**config.mk**
```make
export PLATFORM = sky130hd
export DESIGN_NAME = miller_rabin_round_top
export DESIGN_NICKNAME = d
export VERILOG_FILES = /design/src/mrr_pkg.sv /design/src/miller_rabin_round_top.sv
export VERILOG_INCLUDE_DIRS = /design/src /design/src/src
export SDC_FILE = /design/constraint.sdc
export NUM_CORES = 1
export LEC_CHECK = 0
export ABC_AREA = 1
export BUFFER_PORTS_ARGS = -buffer_cell sky130_fd_sc_hd__buf_2
export CORE_UTILIZATION = 58
export DETAILED_ROUTE_END_ITERATION = 6
export GPL_ROUTABILITY_DRIVEN = 1
export PLACE_DENSITY = 0.78
export SLEW_MARGIN = 20
export SYNTH_ARGS = -nofsm -noshare
export SYNTH_HDL_FRONTEND = slang
export SYNTH_SLANG_ARGS = --single-unit
```
**constraint.sdc**
```tcl
create_clock -name clk -period 5.03 [get_ports clk]
set_clock_uncertainty 0.15 [all_clocks]
set_input_delay 0.2515 -clock clk [delete_from_list [all_inputs] [get_ports clk]]
set_output_delay 0.2515 -clock clk [all_outputs]
set_load 0.01 [all_outputs]
```
**src/assert_macros.svh**
```systemverilog
// assertion helpers shared by the rtl
`ifndef ASSERT_MACROS_SVH
`define ASSERT_MACROS_SVH

// same-cycle implication, checked out of reset
`define MRR_ASSERT_SAME(label, ante, cons) \
  label: assert property (@(posedge clk) disable iff (!rst_n) (ante) |-> (cons)) \
    else $error("assertion failed");

// next-cycle implication, checked out of reset
`define MRR_ASSERT_NEXT(label, ante, cons) \
  label: assert property (@(posedge clk) disable iff (!rst_n) (ante) |=> (cons)) \
    else $error("assertion failed");

`endif

```
**src/mrr_pkg.sv**
```systemverilog
package mrr_pkg;

  // datapath width of candidate, seed and all residues
  localparam int MR_W  = 32;
  // counter width for bit positions 0 .. MR_W-1
  localparam int MR_CW = $clog2(MR_W);
  localparam logic [MR_CW-1:0] CNT_LAST = MR_CW'(MR_W - 1);

  typedef enum logic [3:0] {
    S_IDLE,
    S_CLASS,
    S_SPLIT,
    S_REDUCE,
    S_EXP_INIT,
    S_EXP_SQ,
    S_EXP_ML,
    S_EXP_NX,
    S_MUL,
    S_CHECK,
    S_LOOP,
    S_LTEST,
    S_OUT
  } state_t;

  // where a modular product returns to
  typedef enum logic [1:0] {
    RET_SQ,
    RET_ML,
    RET_LP
  } ret_t;

endpackage

```
**src/miller_rabin_round_top.sv**
```systemverilog
// One Miller-Rabin witness round per request.
// Input channel: in_valid / in_stall carry in_candidate and in_witness_seed; a request
// is taken when in_valid is high and in_stall is low. Only one request is worked on at
// a time, so in_stall is high from the cycle after acceptance until the result has been
// written into the output register.
// Output channel: out_valid / out_stall carry out_probably_prime and
// out_decided_directly. The output register holds a result while out_stall is high, and
// the next request is accepted meanwhile; its result waits until the register frees.
// Schedule: candidates below four or even go from classification straight to the output
// register. Odd candidates of five and up run a bit-serial schedule: factors of two are
// stripped from n-1, the seed is reduced bit by bit by restoring reduction, then the
// 32 exponent bits are worked through by square-and-multiply, each modular product built
// from one doubling and one conditional add per multiplier bit, and up to s-1 further
// squarings follow. A single shared modular multiplier serves every squaring and product.
// Reset (rst_n low, synchronous) returns the controller to idle and empties the output
// register; no other state needs clearing.
module miller_rabin_round_top (
  input  logic        clk,
  input  logic        rst_n,
  input  logic        in_valid,
  output logic        in_stall,
  input  logic [31:0] in_candidate,
  input  logic [31:0] in_witness_seed,
  output logic        out_valid,
  input  logic        out_stall,
  output logic        out_probably_prime,
  output logic        out_decided_directly
);
  import mrr_pkg::*;

`include "assert_macros.svh"

  state_t             state_r, state_nxt;
  ret_t               ret_r, ret_nxt;
  logic [MR_W-1:0]    n_r, n_nxt;
  logic [MR_W-1:0]    nm1_r, nm1_nxt;
  logic [MR_W-1:0]    seed_r, seed_nxt;
  logic [MR_W-1:0]    m_r, m_nxt;
  logic [MR_W-1:0]    rem_r, rem_nxt;
  logic [MR_W-1:0]    d_r, d_nxt;
  logic [MR_W-1:0]    a_r, a_nxt;
  logic [MR_W-1:0]    x_r, x_nxt;
  logic [MR_W-1:0]    mul_a_r, mul_a_nxt;
  logic [MR_W-1:0]    mul_b_r, mul_b_nxt;
  logic [MR_W-1:0]    acc_r, acc_nxt;
  logic [MR_CW-1:0]   s_r, s_nxt;
  logic [MR_CW-1:0]   i_r, i_nxt;
  logic [MR_CW-1:0]   cnt_r, cnt_nxt;
  logic [MR_CW-1:0]   mcnt_r, mcnt_nxt;
  logic               mph_r, mph_nxt;
  logic               pass_r, pass_nxt;
  logic               direct_r, direct_nxt;
  logic               out_valid_r, out_valid_nxt;
  logic               out_prime_r, out_prime_nxt;
  logic               out_direct_r, out_direct_nxt;

  logic [MR_W:0]      red_t;
  logic               red_ge;
  logic [MR_W-1:0]    red_res;
  logic [MR_W:0]      dbl_t;
  logic [MR_W-1:0]    dbl_res;
  logic [MR_W:0]      sum_t;
  logic [MR_W-1:0]    sum_res;
  logic [MR_W-1:0]    mul_res;
  logic               mul_done;
  logic               is_direct;
  logic               out_load;

  // restoring reduction step: shift in one seed bit, subtract modulus if it fits
  always_comb begin
    red_t   = {rem_r, seed_r[MR_W-1]};
    red_ge  = (red_t >= {1'b0, m_r});
    red_res = red_ge ? MR_W'(red_t - {1'b0, m_r}) : red_t[MR_W-1:0];
  end

  // modular product step: doubling in phase 0, conditional add in phase 1
  always_comb begin
    dbl_t    = {acc_r, 1'b0};
    dbl_res  = (dbl_t >= {1'b0, n_r}) ? MR_W'(dbl_t - {1'b0, n_r}) : dbl_t[MR_W-1:0];
    sum_t    = {1'b0, acc_r} + {1'b0, mul_a_r};
    sum_res  = (sum_t >= {1'b0, n_r}) ? MR_W'(sum_t - {1'b0, n_r}) : sum_t[MR_W-1:0];
    mul_res  = mul_b_r[MR_W-1] ? sum_res : acc_r;
    mul_done = mph_r && (mcnt_r == CNT_LAST);
  end

  // small and even candidates need no witness
  assign is_direct = (n_r < MR_W'(4)) || !n_r[0];
  assign out_load  = (state_r == S_OUT) && (!out_valid_r || !out_stall);

  // next state
  always_comb begin
    state_nxt = state_r;
    unique case (state_r)
      S_IDLE:     if (in_valid) state_nxt = S_CLASS;
      S_CLASS:    state_nxt = is_direct ? S_OUT : S_SPLIT;
      S_SPLIT:    if (d_r[0]) state_nxt = S_REDUCE;
      S_REDUCE:   if (cnt_r == CNT_LAST) state_nxt = S_EXP_INIT;
      S_EXP_INIT: state_nxt = S_EXP_SQ;
      S_EXP_SQ:   state_nxt = S_MUL;
      S_MUL: begin
        if (mul_done) begin
          unique case (ret_r)
            RET_SQ:  state_nxt = S_EXP_ML;
            RET_ML:  state_nxt = S_EXP_NX;
            RET_LP:  state_nxt = S_LTEST;
            default: state_nxt = S_IDLE;
          endcase
        end
      end
      S_EXP_ML:   state_nxt = d_r[MR_W-1] ? S_MUL : S_EXP_NX;
      S_EXP_NX:   state_nxt = (cnt_r == CNT_LAST) ? S_CHECK : S_EXP_SQ;
      S_CHECK:    state_nxt = ((x_r == MR_W'(1)) || (x_r == nm1_r)) ? S_OUT : S_LOOP;
      S_LOOP:     state_nxt = (i_r >= s_r) ? S_OUT : S_MUL;
      S_LTEST:    state_nxt = (x_r == nm1_r) ? S_OUT : S_LOOP;
      S_OUT:      if (out_load) state_nxt = S_IDLE;
      default:    state_nxt = S_IDLE;
    endcase
  end

  // datapath registers
  always_comb begin
    n_nxt      = n_r;
    nm1_nxt    = nm1_r;
    seed_nxt   = seed_r;
    m_nxt      = m_r;
    rem_nxt    = rem_r;
    d_nxt      = d_r;
    a_nxt      = a_r;
    x_nxt      = x_r;
    mul_a_nxt  = mul_a_r;
    mul_b_nxt  = mul_b_r;
    acc_nxt    = acc_r;
    s_nxt      = s_r;
    i_nxt      = i_r;
    cnt_nxt    = cnt_r;
    mcnt_nxt   = mcnt_r;
    mph_nxt    = mph_r;
    ret_nxt    = ret_r;
    pass_nxt   = pass_r;
    direct_nxt = direct_r;
    unique case (state_r)
      S_IDLE: begin
        if (in_valid) begin
          n_nxt    = in_candidate[MR_W-1:0];
          seed_nxt = in_witness_seed[MR_W-1:0];
        end
      end
      S_CLASS: begin
        direct_nxt = is_direct;
        pass_nxt   = (n_r == MR_W'(2)) || (n_r == MR_W'(3));
        nm1_nxt    = n_r - MR_W'(1);
        d_nxt      = n_r - MR_W'(1);
        m_nxt      = n_r - MR_W'(4);
        s_nxt      = '0;
        rem_nxt    = '0;
        cnt_nxt    = '0;
      end
      S_SPLIT: begin
        if (!d_r[0]) begin
          d_nxt = d_r >> 1;
          s_nxt = s_r + MR_CW'(1);
        end
      end
      S_REDUCE: begin
        rem_nxt  = red_res;
        seed_nxt = seed_r << 1;
        cnt_nxt  = cnt_r + MR_CW'(1);
      end
      S_EXP_INIT: begin
        a_nxt   = rem_r + MR_W'(2);
        x_nxt   = MR_W'(1);
        cnt_nxt = '0;
      end
      S_EXP_SQ: begin
        mul_a_nxt = x_r;
        mul_b_nxt = x_r;
        acc_nxt   = '0;
        mcnt_nxt  = '0;
        mph_nxt   = 1'b0;
        ret_nxt   = RET_SQ;
      end
      S_MUL: begin
        if (!mph_r) begin
          acc_nxt = dbl_res;
          mph_nxt = 1'b1;
        end else begin
          acc_nxt   = mul_res;
          mul_b_nxt = mul_b_r << 1;
          mcnt_nxt  = mcnt_r + MR_CW'(1);
          mph_nxt   = 1'b0;
          if (mul_done) x_nxt = mul_res;
        end
      end
      S_EXP_ML: begin
        if (d_r[MR_W-1]) begin
          mul_a_nxt = a_r;
          mul_b_nxt = x_r;
          acc_nxt   = '0;
          mcnt_nxt  = '0;
          mph_nxt   = 1'b0;
          ret_nxt   = RET_ML;
        end
      end
      S_EXP_NX: begin
        d_nxt   = d_r << 1;
        cnt_nxt = cnt_r + MR_CW'(1);
      end
      S_CHECK: begin
        pass_nxt = (x_r == MR_W'(1)) || (x_r == nm1_r);
        i_nxt    = MR_CW'(1);
      end
      S_LOOP: begin
        if (i_r >= s_r) begin
          pass_nxt = 1'b0;
        end else begin
          mul_a_nxt = x_r;
          mul_b_nxt = x_r;
          acc_nxt   = '0;
          mcnt_nxt  = '0;
          mph_nxt   = 1'b0;
          ret_nxt   = RET_LP;
        end
      end
      S_LTEST: begin
        pass_nxt = (x_r == nm1_r);
        i_nxt    = i_r + MR_CW'(1);
      end
      S_OUT: begin
      end
      default: begin
      end
    endcase
  end

  // output register
  always_comb begin
    out_valid_nxt  = out_valid_r;
    out_prime_nxt  = out_prime_r;
    out_direct_nxt = out_direct_r;
    if (out_load) begin
      out_valid_nxt  = 1'b1;
      out_prime_nxt  = pass_r;
      out_direct_nxt = direct_r;
    end else if (!out_stall) begin
      out_valid_nxt = 1'b0;
    end
  end

  // port outputs
  always_comb begin
    in_stall             = (state_r != S_IDLE);
    out_valid            = out_valid_r;
    out_probably_prime   = out_prime_r;
    out_decided_directly = out_direct_r;
  end

  always_ff @(posedge clk) begin
    if (!rst_n) begin
      state_r     <= S_IDLE;
      out_valid_r <= 1'b0;
    end else begin
      state_r     <= state_nxt;
      out_valid_r <= out_valid_nxt;
    end
    n_r          <= n_nxt;
    nm1_r        <= nm1_nxt;
    seed_r       <= seed_nxt;
    m_r          <= m_nxt;
    rem_r        <= rem_nxt;
    d_r          <= d_nxt;
    a_r          <= a_nxt;
    x_r          <= x_nxt;
    mul_a_r      <= mul_a_nxt;
    mul_b_r      <= mul_b_nxt;
    acc_r        <= acc_nxt;
    s_r          <= s_nxt;
    i_r          <= i_nxt;
    cnt_r        <= cnt_nxt;
    mcnt_r       <= mcnt_nxt;
    mph_r        <= mph_nxt;
    ret_r        <= ret_nxt;
    pass_r       <= pass_nxt;
    direct_r     <= direct_nxt;
    out_prime_r  <= out_prime_nxt;
    out_direct_r <= out_direct_nxt;
  end

  // an accepted request always leaves idle
  `MRR_ASSERT_NEXT(a_accept_busy, in_valid && !in_stall, state_r == S_CLASS)
  // the product accumulator stays a residue of the candidate
  `MRR_ASSERT_SAME(a_acc_residue, state_r == S_MUL, acc_r < n_r)
  // the seed remainder stays below its modulus
  `MRR_ASSERT_SAME(a_rem_bound, state_r == S_REDUCE, rem_r < m_r)
  // a held result is not overwritten
  `MRR_ASSERT_NEXT(a_out_hold, out_valid && out_stall && state_r != S_OUT,
                   out_valid && $stable(out_probably_prime))

endmodule
```
==> reports/qor.csv <==
metric,value,unit
io_pins,72,
h-tree-depth,2,
setup-violations-final,0,
wire_per_inst,22.5,um
violations,DRC,
p_seq_frac,0.310,
synth-async-reset-ratio,0,
p_sw,9080,uW
cp.required,5.35,ns
fmax,0.211,GHz
syn_inst,3404,
swShare,0.484,
synth_seq_area_share,0.428,
slew_headroom,0.246,
cts_sinks,384,
internal_power,9690,uW
ir_drop,0.459,mV
dpl.cell_count,4040,
syn2layout_area_growth,11.8,%
pwr-share-clk,0.167,
power.density,626,mW/mm^2
setup_tns,0,ns
final_common_cell,nand2_1,
dpl.hpwl,72.2,mm
avgSynthCellArea,7.88,sq um
leakage,0.0132,uW
via_per_inst,5.93,
floorplan.initialDensity,0.590,
crit_type,flip-flop to flip-flop,
grt_pass1_wl,140,mm
synth_top_area_cell,edfxtp_1,
netlist_top_cells_area,"edfxtp_1 42%, nand2_1 13%, ha_1 6.9%, inv_1 6.7%, nor2_1 5.5%",
post-route-period-util,0.942,
fp.dieH,217,um
comb_power_share,0.523,
wirelength,94.2,mm
fp.coreArea,0.0455,sq mm
drc,3,
nNetsFinal,3775,
cts_made_buffers,43,
ys_seq_elements,384,
ys_types,64,
drv_cap,0,
slew_violations,0,
grt-ovfl-total,0,
instances_no_fill,4187,
ant_nets,0,
place_congestion,1.08,
row_count,78,
synth_top_area_share,0.424,
drt_iter0_drc,3080,
syn_area,0.0268,sq mm
clockBufferDepth,3,
via_count,24822,
root_buffer,clkbuf_16,
crit_fanout,27,
die_x,217,um
rsz0062_at_grt,false,
mostFrequentLayoutCells,"909 x nand2_1, 474 x inv_1, 386 x nor2_1",
arrival,5.05,ns
antenna_found_initial,1,
clk_pin_slew,0.07,ns
die_area,0.0471,sq mm
portBuffers,71,
grt_max_degree,78,
synth_edf_count,379,
grt_pass1_vias,23418,
worstSetupEndpointType,flip-flop,
period_needed,4.74,ns
tightestPinTransition,1.13,ns
hold_viol_final,0,
clk_latency,0.60,ns
yosysWarnings,0,
drtPass1Iterations,7,
worst_setup_path_start_kind,flip-flop,
status,finished with violations,
grt_use_total,0.402,
cts_tree,done,
synthFlopType,edfxtp_1,
final_layout_size_suffix_gt1_frac,0.0625,
synth_nets,3624,
hp-class,primary input to flip-flop,
-- worst max-delay path: stages (launching register included) --
cell	delay (ns)
edfxtp_1	0.43
ha_1	0.26
fa_1	0.40
nand2_1	0.09
nand2_1	0.09
nand3_1	0.09
nand2_1	0.15
nand2_1	0.11
nand2_1	0.11
nand3_1	0.09
nand2_1	0.06
xor2_1	0.26
inv_1	0.08
ha_1	0.37
a21oi_1	0.26
nand2_1	0.12
a21oi_1	0.21
nand2_1	0.08
nor2_1	0.13
nor2_1	0.07
nor2_2	0.17
buf_12	0.21
nor2_1	0.07
o21ai_1	0.36
nand2_1	0.10
nand2_1	0.10
-- metal layers --
metal | routed length (um) | GRT usage | part of all wire | vias to the layer above
met5 | 20 | 0 | 0.00021 | -
met2 | 41900 | 0.629 | 0.44 | 1410
met3 | 10300 | 0.0862 | 0.11 | 327
li1 | - | - | - | 11559
met1 | 35400 | 0.507 | 0.38 | 11524
met4 | 6630 | 0.251 | 0.070 | 2
-- flip-flops by register name, indices dropped and copies added (netlist names), 2 cells and up --
signal   count
cnt_r        5
mul_b_r     32
seed_r      32
acc_r       32
ret_r        2
d_r         32
x_r         32
n_r         32
state_r      4
i_r          5
mcnt_r       5
m_r         32
a_r         32
mul_a_r     32
rem_r       32
s_r          5
nm1_r       32
-- path summary, 6_finish.rpt --
kind              startpoint                    to  slack (ns)  cells after the start
max                 acc_r[0]             acc_r[11]        0.29                     25
min          in_candidate[9]                n_r[9]        0.21                      2
min reg2reg         direct_r  out_decided_directly        0.29                      0
max reg2reg         acc_r[0]             acc_r[11]        0.29                     25
-- logic make-up (layout without fill, tap and decap cells) --
group                    after synthesis  count (layout)  synth area share
buffers and inverters                555             737            0.0812
AND/OR/NAND/NOR                     1615            1615             0.249
other                                  0               1                 0
XOR/XNOR                             190             190            0.0620
multiplexers                           1               1          0.000420
AO/OA/AOI/OAI                        507             507             0.107
adder cells (fa/ha/maj)              152             152            0.0720
flip-flops                           384             384             0.428
-- synth_stat cells, drive strengths merged, types with 2 or more instances --
library cell,n
nand4,27
nor3,43
o221ai,26
xor2,146
nand2,913
a31oi,7
a21oi,169
clkbuf,47
nor4,22
or2,8
o21a,12
and2,15
a221oi,2
buf,23
o22ai,3
o211ai,11
o31ai,2
fa,4
inv,484
ha,148
o21bai,19
nand3,167
nor2,405
and3,3
nor3b,3
xnor2,44
a21boi,6
edfxtp,379
o21ai,225
a21o,13
nand3b,8
dfxtp,5
o2111ai,5
-- layout make-up --
type | instances | area (sq um)
Antenna cell | 1 | 2.50
Clock buffer | 47 | 1090
Clock inverter | 29 | 255
Fill cell | 3854 | 15500
Inverter | 485 | 1820
Multi-Input combinational cell | 2465 | 13200
Sequential cell | 384 | 11500
Tap cell | 600 | 751
Timing Repair Buffer | 176 | 1350
-- stage by stage --
step                      setup slack, ns  total power, uW  utilization  hold slack [ns]  area, sq um
after floorplan                     0.356            12000            -            0.200        26800
after global placement              0.427            15100        0.614            0.270        27900
after detailed placement            0.356            15200        0.614            0.272        27900
after CTS                           0.370            18400        0.658            0.193        29900
after global routing             0.000693            19800        0.659            0.219        30000
final                               0.292            18800        0.659            0.213        30000
-- power by group through the flow --
stage / clock network, uW / registers (uW) / logic, uW
global placement: 0 / 5790 / 9350
detailed placement: 0 / 5820 / 9370
finish: 3140 / 5820 / 9820
floorplan: 0 / 5390 / 6650
CTS: 3120 / 5760 / 9490
global route: 3230 / 5850 / 10700
-- repair_timing --
action                                 CTS  global route
endpoints found under the hold margin   71             0
setup endpoints to repair                0            22
buffers inserted                         0             1
hold buffers                            68             0
gates resized for setup                  0             4
Power figures use the tool's default switching activity.
